### src/ps2kmc_pkg.sv
// Types and constants of the keyboard and mouse controller.
// Used by every module of the block; depends on nothing.
`default_nettype none

package ps2kmc_pkg;

   // Host and device transfers entering the block.
   typedef struct packed {
      logic [2:0] opcode;
      logic [7:0] value;
   } req_item_type;

   // One result per accepted transfer.
   typedef struct packed {
      logic [7:0] read_value;
      logic       kbd_send_valid;
      logic       aux_send_valid;
      logic [7:0] send_byte;
      logic       irq_kbd;
      logic       irq_aux;
   } rsp_item_type;

   // Opcodes on the request channel.
   localparam logic [2:0] OP_STATUS_RD = 3'd0;
   localparam logic [2:0] OP_DATA_RD   = 3'd1;
   localparam logic [2:0] OP_CMD_WR    = 3'd2;
   localparam logic [2:0] OP_DATA_WR   = 3'd3;
   localparam logic [2:0] OP_KBD_BYTE  = 3'd4;
   localparam logic [2:0] OP_AUX_BYTE  = 3'd5;

   // Controller command bytes.
   localparam logic [7:0] CMD_RD_CFG   = 8'h20;
   localparam logic [7:0] CMD_WR_CFG   = 8'h60;
   localparam logic [7:0] CMD_SELFTEST = 8'hAA;
   localparam logic [7:0] CMD_TEST_KBD = 8'hAB;
   localparam logic [7:0] CMD_TEST_AUX = 8'hA9;
   localparam logic [7:0] CMD_KBD_EN   = 8'hAE;
   localparam logic [7:0] CMD_AUX_EN   = 8'hA8;
   localparam logic [7:0] CMD_KBD_DIS  = 8'hAD;
   localparam logic [7:0] CMD_AUX_DIS  = 8'hA7;
   localparam logic [7:0] CMD_TO_AUX   = 8'hD4;

   // Fixed reply bytes.
   localparam logic [7:0] SELFTEST_PASS = 8'h55;
   localparam logic [7:0] PORT_TEST_OK  = 8'h00;
   localparam logic [7:0] PORT_TEST_BAD = 8'h01;

   // Classes that the front end sorts transfers into.
   localparam logic [2:0] CLS_NOP       = 3'd0;
   localparam logic [2:0] CLS_STATUS_RD = 3'd1;
   localparam logic [2:0] CLS_DATA_RD   = 3'd2;
   localparam logic [2:0] CLS_CMD       = 3'd3;
   localparam logic [2:0] CLS_DATA_WR   = 3'd4;
   localparam logic [2:0] CLS_KBD_BYTE  = 3'd5;
   localparam logic [2:0] CLS_AUX_BYTE  = 3'd6;

   // Decoded command kinds.
   localparam logic [3:0] KIND_UNKNOWN  = 4'd0;
   localparam logic [3:0] KIND_RD_CFG   = 4'd1;
   localparam logic [3:0] KIND_WR_CFG   = 4'd2;
   localparam logic [3:0] KIND_SELFTEST = 4'd3;
   localparam logic [3:0] KIND_TEST_KBD = 4'd4;
   localparam logic [3:0] KIND_TEST_AUX = 4'd5;
   localparam logic [3:0] KIND_KBD_EN   = 4'd6;
   localparam logic [3:0] KIND_KBD_DIS  = 4'd7;
   localparam logic [3:0] KIND_AUX_EN   = 4'd8;
   localparam logic [3:0] KIND_AUX_DIS  = 4'd9;
   localparam logic [3:0] KIND_TO_AUX   = 4'd10;

   // Where the next host data byte goes.
   localparam logic [1:0] PEND_NONE = 2'd0;
   localparam logic [1:0] PEND_CFG  = 2'd1;
   localparam logic [1:0] PEND_AUX  = 2'd2;

   // Configuration byte bit positions.
   localparam int CFG_KBD_IRQ = 0;
   localparam int CFG_AUX_IRQ = 1;
   localparam int CFG_KBD_DIS = 4;
   localparam int CFG_AUX_DIS = 5;

   // Register indexes on the control port.
   localparam logic CSR_KBD_PRESENT = 1'b0;
   localparam logic CSR_AUX_PRESENT = 1'b1;

   // A transfer after classification.
   typedef struct packed {
      logic [2:0] cls;
      logic [3:0] kind;
      logic [7:0] value;
   } dec_item_type;

endpackage

`default_nettype wire

### src/ps2_keyboard_mouse_controller_top.sv
// Top level of the two-port keyboard and mouse controller.
// Depends on ps2kmc_pkg, ps2kmc_front, ps2kmc_queue and ps2kmc_back.
//
// The request channel carries host register accesses (status read, data
// read, command write, data write) and bytes arriving from the keyboard
// or aux device. Every accepted transfer yields exactly one result
// transfer on the response channel, in order. Both channels use
// valid/stall: a transfer happens on a clock edge with valid high and
// stall low.
// The front end classifies requests and pushes them into a short queue;
// the back end pops one entry per cycle while its result register is free,
// updates the controller state and loads the result register. A result
// passes through the queue and then the result register before it is
// offered. Without receiver stalls, one transfer per cycle is sustained.
// When the receiver stalls, the result register holds and the queue
// fills; once it is full the request channel is stalled.
// Synchronous reset clears the configuration byte, the output buffer and
// its flags, the pending data mode and the queue; both device-present
// registers return to one. The user must write them on the control port
// only while the block is idle; the block itself does not enforce this.
`default_nettype none

module ps2_keyboard_mouse_controller_top #(
   parameter int QUEUE_DEPTH = 2
) (
   input  wire                      clock,
   input  wire                      reset,
   input  wire                      req_valid,
   output logic                     req_stall,
   input  ps2kmc_pkg::req_item_type req_payload,
   output logic                     rsp_valid,
   input  wire                      rsp_stall,
   output ps2kmc_pkg::rsp_item_type rsp_payload,
   input  wire                      csr_wr_en,
   input  wire                      csr_index,
   input  wire                      csr_wdata
);

   logic                     queue_full;
   logic                     push;
   ps2kmc_pkg::dec_item_type push_item;
   logic                     pop;
   logic                     pop_valid;
   ps2kmc_pkg::dec_item_type pop_item;

   // Device-present registers, used to answer the port test commands.
   logic kbd_present_ff;
   logic aux_present_ff;

   always_ff @(posedge clock) begin
      if (reset) begin
         kbd_present_ff <= 1'b1;
         aux_present_ff <= 1'b1;
      end else if (csr_wr_en) begin
         if (csr_index == ps2kmc_pkg::CSR_KBD_PRESENT) begin
            kbd_present_ff <= csr_wdata;
         end
         if (csr_index == ps2kmc_pkg::CSR_AUX_PRESENT) begin
            aux_present_ff <= csr_wdata;
         end
      end
   end

   // Request decode and flow control toward the host side.
   ps2kmc_front u_front (
      .req_valid   (req_valid),
      .req_payload (req_payload),
      .req_stall   (req_stall),
      .queue_full  (queue_full),
      .push        (push),
      .push_item   (push_item)
   );

   // Decouples request acceptance from result delivery.
   ps2kmc_queue #(
      .DEPTH (QUEUE_DEPTH)
   ) u_queue (
      .clock     (clock),
      .reset     (reset),
      .push      (push),
      .push_item (push_item),
      .full      (queue_full),
      .pop       (pop),
      .pop_valid (pop_valid),
      .pop_item  (pop_item)
   );

   // Controller state and the registered result.
   ps2kmc_back u_back (
      .clock       (clock),
      .reset       (reset),
      .item_valid  (pop_valid),
      .item        (pop_item),
      .item_pop    (pop),
      .kbd_present (kbd_present_ff),
      .aux_present (aux_present_ff),
      .rsp_valid   (rsp_valid),
      .rsp_stall   (rsp_stall),
      .rsp_payload (rsp_payload)
   );

endmodule

`default_nettype wire

### src/ps2kmc_front.sv
// Front end: takes request transfers and classifies them for the back end.
// Depends on ps2kmc_pkg.
`default_nettype none

module ps2kmc_front (
   input  wire                     req_valid,
   input  ps2kmc_pkg::req_item_type req_payload,
   output logic                    req_stall,
   input  wire                     queue_full,
   output logic                    push,
   output ps2kmc_pkg::dec_item_type push_item
);

   logic [3:0] kind;
   logic [2:0] cls;

   always_comb begin
      case (req_payload.value)
         ps2kmc_pkg::CMD_RD_CFG:   kind = ps2kmc_pkg::KIND_RD_CFG;
         ps2kmc_pkg::CMD_WR_CFG:   kind = ps2kmc_pkg::KIND_WR_CFG;
         ps2kmc_pkg::CMD_SELFTEST: kind = ps2kmc_pkg::KIND_SELFTEST;
         ps2kmc_pkg::CMD_TEST_KBD: kind = ps2kmc_pkg::KIND_TEST_KBD;
         ps2kmc_pkg::CMD_TEST_AUX: kind = ps2kmc_pkg::KIND_TEST_AUX;
         ps2kmc_pkg::CMD_KBD_EN:   kind = ps2kmc_pkg::KIND_KBD_EN;
         ps2kmc_pkg::CMD_KBD_DIS:  kind = ps2kmc_pkg::KIND_KBD_DIS;
         ps2kmc_pkg::CMD_AUX_EN:   kind = ps2kmc_pkg::KIND_AUX_EN;
         ps2kmc_pkg::CMD_AUX_DIS:  kind = ps2kmc_pkg::KIND_AUX_DIS;
         ps2kmc_pkg::CMD_TO_AUX:   kind = ps2kmc_pkg::KIND_TO_AUX;
         default:                  kind = ps2kmc_pkg::KIND_UNKNOWN;
      endcase
   end

   always_comb begin
      case (req_payload.opcode)
         ps2kmc_pkg::OP_STATUS_RD: cls = ps2kmc_pkg::CLS_STATUS_RD;
         ps2kmc_pkg::OP_DATA_RD:   cls = ps2kmc_pkg::CLS_DATA_RD;
         ps2kmc_pkg::OP_CMD_WR:    cls = ps2kmc_pkg::CLS_CMD;
         ps2kmc_pkg::OP_DATA_WR:   cls = ps2kmc_pkg::CLS_DATA_WR;
         ps2kmc_pkg::OP_KBD_BYTE:  cls = ps2kmc_pkg::CLS_KBD_BYTE;
         ps2kmc_pkg::OP_AUX_BYTE:  cls = ps2kmc_pkg::CLS_AUX_BYTE;
         default:                  cls = ps2kmc_pkg::CLS_NOP;
      endcase
   end

   assign req_stall       = queue_full;
   assign push            = req_valid & ~queue_full;
   assign push_item.cls   = cls;
   assign push_item.kind  = kind;
   assign push_item.value = req_payload.value;

endmodule

`default_nettype wire

### src/ps2kmc_queue.sv
// Short queue of classified transfers between the front and back ends.
// Depends on ps2kmc_pkg.
`default_nettype none

module ps2kmc_queue #(
   parameter int DEPTH = 2
) (
   input  wire                      clock,
   input  wire                      reset,
   input  wire                      push,
   input  ps2kmc_pkg::dec_item_type push_item,
   output logic                     full,
   input  wire                      pop,
   output logic                     pop_valid,
   output ps2kmc_pkg::dec_item_type pop_item
);

   localparam int PTR_W = (DEPTH > 1) ? $clog2(DEPTH) : 1;
   localparam int CNT_W = $clog2(DEPTH + 1);

   ps2kmc_pkg::dec_item_type entry_ff [DEPTH];
   logic [PTR_W-1:0] wr_ptr_ff, wr_ptr_in;
   logic [PTR_W-1:0] rd_ptr_ff, rd_ptr_in;
   logic [CNT_W-1:0] count_ff, count_in;
   logic             do_pop;

   assign full      = (count_ff == CNT_W'(DEPTH));
   assign pop_valid = (count_ff != '0);
   assign pop_item  = entry_ff[rd_ptr_ff];
   assign do_pop    = pop & pop_valid;

   always_comb begin
      wr_ptr_in = wr_ptr_ff;
      rd_ptr_in = rd_ptr_ff;
      count_in  = count_ff;
      if (push) begin
         wr_ptr_in = (wr_ptr_ff == PTR_W'(DEPTH - 1)) ? '0 : wr_ptr_ff + PTR_W'(1);
      end
      if (do_pop) begin
         rd_ptr_in = (rd_ptr_ff == PTR_W'(DEPTH - 1)) ? '0 : rd_ptr_ff + PTR_W'(1);
      end
      if (push && !do_pop) begin
         count_in = count_ff + CNT_W'(1);
      end else if (!push && do_pop) begin
         count_in = count_ff - CNT_W'(1);
      end
   end

   always_ff @(posedge clock) begin
      if (reset) begin
         wr_ptr_ff <= '0;
         rd_ptr_ff <= '0;
         count_ff  <= '0;
      end else begin
         wr_ptr_ff <= wr_ptr_in;
         rd_ptr_ff <= rd_ptr_in;
         count_ff  <= count_in;
      end
   end

   always_ff @(posedge clock) begin
      if (push) begin
         entry_ff[wr_ptr_ff] <= push_item;
      end
   end

endmodule

`default_nettype wire

### src/ps2kmc_back.sv
// Back end: controller state, command execution and the result register.
// Depends on ps2kmc_pkg.
`default_nettype none

module ps2kmc_back (
   input  wire                      clock,
   input  wire                      reset,
   input  wire                      item_valid,
   input  ps2kmc_pkg::dec_item_type item,
   output logic                     item_pop,
   input  wire                      kbd_present,
   input  wire                      aux_present,
   output logic                     rsp_valid,
   input  wire                      rsp_stall,
   output ps2kmc_pkg::rsp_item_type rsp_payload
);

   logic [7:0] config_ff, config_in;
   logic [7:0] out_byte_ff, out_byte_in;
   logic       out_full_ff, out_full_in;
   logic       out_aux_ff, out_aux_in;
   logic [1:0] pend_ff, pend_in;
   logic       rsp_valid_ff, rsp_valid_in;
   ps2kmc_pkg::rsp_item_type rsp_ff, rsp_in;
   logic       take;

   // The result register frees up when it is empty or being taken.
   assign take     = item_valid & (~rsp_valid_ff | ~rsp_stall);
   assign item_pop = take;

   always_comb begin
      config_in   = config_ff;
      out_byte_in = out_byte_ff;
      out_full_in = out_full_ff;
      out_aux_in  = out_aux_ff;
      pend_in     = pend_ff;
      rsp_in      = '0;

      case (item.cls)
         ps2kmc_pkg::CLS_STATUS_RD: begin
            rsp_in.read_value = {2'b00, out_aux_ff, 4'b0000, out_full_ff};
         end
         ps2kmc_pkg::CLS_DATA_RD: begin
            rsp_in.read_value = out_byte_ff;
            out_full_in       = 1'b0;
            out_aux_in        = 1'b0;
         end
         ps2kmc_pkg::CLS_CMD: begin
            pend_in = ps2kmc_pkg::PEND_NONE;
            case (item.kind)
               ps2kmc_pkg::KIND_RD_CFG: begin
                  out_byte_in = config_ff;
                  out_full_in = 1'b1;
                  out_aux_in  = 1'b0;
               end
               ps2kmc_pkg::KIND_WR_CFG: pend_in = ps2kmc_pkg::PEND_CFG;
               ps2kmc_pkg::KIND_SELFTEST: begin
                  out_byte_in = ps2kmc_pkg::SELFTEST_PASS;
                  out_full_in = 1'b1;
                  out_aux_in  = 1'b0;
               end
               ps2kmc_pkg::KIND_TEST_KBD: begin
                  out_byte_in = kbd_present ? ps2kmc_pkg::PORT_TEST_OK
                                            : ps2kmc_pkg::PORT_TEST_BAD;
                  out_full_in = 1'b1;
                  out_aux_in  = 1'b0;
               end
               ps2kmc_pkg::KIND_TEST_AUX: begin
                  out_byte_in = aux_present ? ps2kmc_pkg::PORT_TEST_OK
                                            : ps2kmc_pkg::PORT_TEST_BAD;
                  out_full_in = 1'b1;
                  out_aux_in  = 1'b0;
               end
               ps2kmc_pkg::KIND_KBD_EN:  config_in[ps2kmc_pkg::CFG_KBD_DIS] = 1'b0;
               ps2kmc_pkg::KIND_KBD_DIS: config_in[ps2kmc_pkg::CFG_KBD_DIS] = 1'b1;
               ps2kmc_pkg::KIND_AUX_EN:  config_in[ps2kmc_pkg::CFG_AUX_DIS] = 1'b0;
               ps2kmc_pkg::KIND_AUX_DIS: config_in[ps2kmc_pkg::CFG_AUX_DIS] = 1'b1;
               ps2kmc_pkg::KIND_TO_AUX:  pend_in = ps2kmc_pkg::PEND_AUX;
               default: ;
            endcase
         end
         ps2kmc_pkg::CLS_DATA_WR: begin
            if (pend_ff == ps2kmc_pkg::PEND_CFG) begin
               config_in = item.value;
            end else if (pend_ff == ps2kmc_pkg::PEND_AUX) begin
               rsp_in.aux_send_valid = 1'b1;
               rsp_in.send_byte      = item.value;
            end else begin
               rsp_in.kbd_send_valid = 1'b1;
               rsp_in.send_byte      = item.value;
            end
            pend_in = ps2kmc_pkg::PEND_NONE;
         end
         ps2kmc_pkg::CLS_KBD_BYTE: begin
            if (!config_ff[ps2kmc_pkg::CFG_KBD_DIS] && !out_full_ff) begin
               out_byte_in    = item.value;
               out_full_in    = 1'b1;
               out_aux_in     = 1'b0;
               rsp_in.irq_kbd = config_ff[ps2kmc_pkg::CFG_KBD_IRQ];
            end
         end
         ps2kmc_pkg::CLS_AUX_BYTE: begin
            if (!config_ff[ps2kmc_pkg::CFG_AUX_DIS] && !out_full_ff) begin
               out_byte_in    = item.value;
               out_full_in    = 1'b1;
               out_aux_in     = 1'b1;
               rsp_in.irq_aux = config_ff[ps2kmc_pkg::CFG_AUX_IRQ];
            end
         end
         default: ;
      endcase
   end

   always_comb begin
      if (take) begin
         rsp_valid_in = 1'b1;
      end else if (!rsp_stall) begin
         rsp_valid_in = 1'b0;
      end else begin
         rsp_valid_in = rsp_valid_ff;
      end
   end

   always_ff @(posedge clock) begin
      if (reset) begin
         config_ff    <= '0;
         out_byte_ff  <= '0;
         out_full_ff  <= 1'b0;
         out_aux_ff   <= 1'b0;
         pend_ff      <= ps2kmc_pkg::PEND_NONE;
         rsp_valid_ff <= 1'b0;
      end else begin
         rsp_valid_ff <= rsp_valid_in;
         if (take) begin
            config_ff   <= config_in;
            out_byte_ff <= out_byte_in;
            out_full_ff <= out_full_in;
            out_aux_ff  <= out_aux_in;
            pend_ff     <= pend_in;
         end
      end
   end

   always_ff @(posedge clock) begin
      if (take) begin
         rsp_ff <= rsp_in;
      end
   end

   assign rsp_valid   = rsp_valid_ff;
   assign rsp_payload = rsp_ff;

endmodule

`default_nettype wire

### config.mk
export PLATFORM = sky130hd
export DESIGN_NAME = ps2_keyboard_mouse_controller_top
export DESIGN_NICKNAME = d
export VERILOG_FILES = /design/src/ps2kmc_pkg.sv /design/src/ps2_keyboard_mouse_controller_top.sv /design/src/ps2kmc_front.sv /design/src/ps2kmc_queue.sv /design/src/ps2kmc_back.sv
export SDC_FILE = /design/constraint.sdc
export NUM_CORES = 1
export LEC_CHECK = 0
export ABC_AREA = 1
export BUFFER_PORTS_ARGS = -buffer_cell sky130_fd_sc_hd__buf_2
export CORE_ASPECT_RATIO = 2
export CORE_UTILIZATION = 39
export DETAILED_ROUTE_END_ITERATION = 12
export PLACE_DENSITY = 0.65
export SYNTH_ARGS = -nofsm -noshare
export SYNTH_HDL_FRONTEND = slang
export SYNTH_SLANG_ARGS = --single-unit
### constraint.sdc
create_clock -name clock -period 3.8 [get_ports clock]
set_input_delay 0.76 -clock clock [delete_from_list [all_inputs] [get_ports clock]]
set_output_delay 0.76 -clock clock [all_outputs]
set_load 0.01 [all_outputs]
==> results.ini <==
[worst_setup_path]
path_cells = buf_4 > nand2_1 > nand2_4 > nand3_4 > nor2_1 > nand2_1 > o21ai_0 > a21oi_1
reg2reg_setup_slack_ns = 1.93
crit_slowest_cell = dfxtp_1
crit_fanout = 19
cpPeakStageDelay_ns = 0.37
end_kind = register
start_kind = register
path_class = reg -> reg
cp_data_arrival_time_ns = 2.09
cp.required_ns = 4.02
crit_top_cell = nand2_1

[finish]
antenna_cells = 0
postLayoutCellArea_um2 = 4249
area_growth_pct = 16.10
drive_gt1_share_pct = 19.44
final_common_cell = nand2_1
num-fill-cells = 875
final_nets = 477
layout_common_cells = 77 x nand2_1, 63 x nor2_1, 56 x inv_1
postLayoutCoreUtil_pct = 46.83

[die]
start_util_pct = 40.33
io_pins = 40
die_area_um2 = 9799
die_y_um = 139.0
core_area_um2 = 9074
rows = 49
die_width_um = 70.50

[yosys]
yosys.area.top_type_share_pct = 41.03
synth_top_family_by_area = simple AND/OR/NAND/NOR gates
synth_simple_gate_area_share_pct = 27.35
synth-compound-area-share_pct = 7.419
syn_avg_cell_area_um2 = 8.905
ys_warn_count = 0
muxShareOfSynthArea_pct = 0.5470
syn_nets = 430
yosysTopAreaCell = edfxtp_1
syn_area_um2 = 3660
synthAdderAreaFrac_pct = 0.3419
yosys-top-cells-area = edfxtp_1 41%, dfxtp_1 15%, nand2_1 7.9%, nor2_1 6.5%, inv_1 5.7%
ys_types = 34
synthCells = 411
synth_xor_area_share_pct = 0.2393
synth.ff_latch_count = 78
yosysSeqAreaShare_pct = 56.34

[run]
cap_violations = 0

[placement]
preCtsSetupSlack_ns = 1.684
placed_area_um2 = 3951
hpwlAfterDp_mm = 5.690
gp_congestion = 0.8684
port-buffer-count = 39

[clock_tree]
htreeDepth = 3
clock_sinks = 78
hold_buffers = 0
cts.clk_slew.worst_paths_ns = 0.06
clock_latency_ns = 0.34
cts_resized = 0
root_buffer = clkbuf_16
cts.path.max_buffers = 2
cts_tree = done
numCtsBuffers = 9
postCtsSetupBuffers = 0

[global_routing]
grt-ovfl-total = 0
grt_pass1_vias = 2776
grt_pass1_wl_mm = 12.45
grt_max_degree = 28
antenna_found_initial = 0
grt_usage_pct = 16.89

[status]
violations = DRC
outcome = complete, but fails checks

[sta]
finalWorstSetupSlack_ns = 1.927
setup_tns_ns = 0
rsz0062_at_grt = no
finalHoldViolCount = 0
max_slew.worst_pin.slew_ns = 0.7098
worst_clock_skew_ns = 0.003423
setup_viol = 0
max_clock_freq_ghz = 0.5339
slew_violations = 0
period_needed_ns = 1.873
min_period_over_period_pct = 49.29
maxSlewHeadroom_pct = 52.63

[detailed_routing]
firstDrtPassIters = 8
ant_nets = 0
drcViolationCount = 4
wl_mm = 7.410
drt_iter0_drc = 159
via_count = 2795
viasPerCell = 4.947
drt-wirelength-per-cell_um = 13.12

[hold_path]
hp-start = u_back.config_ff[7]
hold_path.class = reg -> reg

[power_and_ir_drop]
p_total_uw = 3210
power.leakage_uw = 0.001836
p_per_area_nw_per_um2 = 755.6
vdd_drop_max_mv = 0.2644

[cells in the mapped netlist]
cell and instances:
o21ai_2 1, mux2i_1 2, clkbuf_1 1, clkinv_1 1, nand4_1 6, a21oi_2 1
clkinv_2 1, buf_2 1, nand4_4 1, nand2_1 77, nor2_2 5, edfxtp_1 50
nand3_4 3, ha_1 1, dfxtp_1 28, nand3_2 1, nand2_2 9, nor4_1 2
a31oi_1 1, nor2_1 63, inv_1 56, nand3b_1 1, or2_2 6, xor2_1 1
nor3_1 8, buf_6 4, buf_4 1, o22ai_1 2, nand3_1 27, o21ai_0 28
inv_2 1, o211a_1 1, nand2_4 3, a21oi_1 17
[metrics by stage]
step / cells / hold slack (ns)
2_1_floorplan: 411 / 0.4216
3_3_place_gp: 549 / 0.4325
3_5_place_dp: 549 / 0.4389
4_1_cts: 565 / 0.4480
5_1_grt: 565 / 0.4734
6_report: 565 / 0.4468
[sequential cells by signal, summed over array words and instances, names as in the netlist, named ones only]
name,cells
u_queue.entry_ff,30
u_back.rsp_payload,20
u_back.config_ff,8
u_back.out_byte_ff,8
u_back.pend_ff,2
u_queue.count_ff,2
aux_present_ff,1
kbd_present_ff,1
u_back.out_aux_ff,1
u_back.out_full_ff,1
u_back.rsp_valid,1
u_queue.rd_ptr_ff,1
u_queue.wr_ptr_ff,1
[worst max-delay path: cells and delay by family, from the launching register on]
family                 cells  cell delay (ns)
AND/OR/NAND/NOR            5             0.85
buffers and inverters      1             0.25
flip-flops                 1             0.37
AO/OA/AOI/OAI              2             0.27
[final cells by class]
class	instances	area [µm²]	share of cell area [%]
clock inverter	7	72.57	1.708
sequential	78	2062	48.53
timing repair buffer	43	225.2	5.300
inverter	59	222.7	5.241
clock buffer	9	225.2	5.300
multi-input combinational	267	1314	30.92
tap	102	127.6	3.004
[report_power, final]
part / internal, µW / switching [µW]
registers: 1170 / 79.6
logic: 343 / 778
clock network: 510 / 334
total: 2020 / 1190
[per-layer routing]
metal | track usage (%) | up-vias | wire, µm
li1 | - | 1442 | -
met1 | 14.83 | 1291 | 2508
met2 | 33.11 | 45 | 4422
met3 | 3.997 | 17 | 220
met4 | 9.989 | 0 | 259
met5 | 0 | - | 0
[path summary, 6_finish.rpt]
| check | cells past startpoint | end |
|---|---|---|
| worst max-delay path | 8 | u_back.config_ff[7] |
| worst min-delay path | 2 | u_back.config_ff[7] |
| worst max register to register | 8 | u_back.config_ff[7] |
| worst min register to register | 2 | u_back.config_ff[7] |
[logic make-up (layout without fill, tap and decap cells)]
logic type	after synthesis	count (layout)
and+or+nand+nor	212	212
AOI/OAI and AO/OA	51	51
xor gates and xnor gates	1	1
adders and majority gates	1	1
muxes	2	2
buffers and inverters	66	118
DFF	78	78
Power figures use the tool's default switching activity.
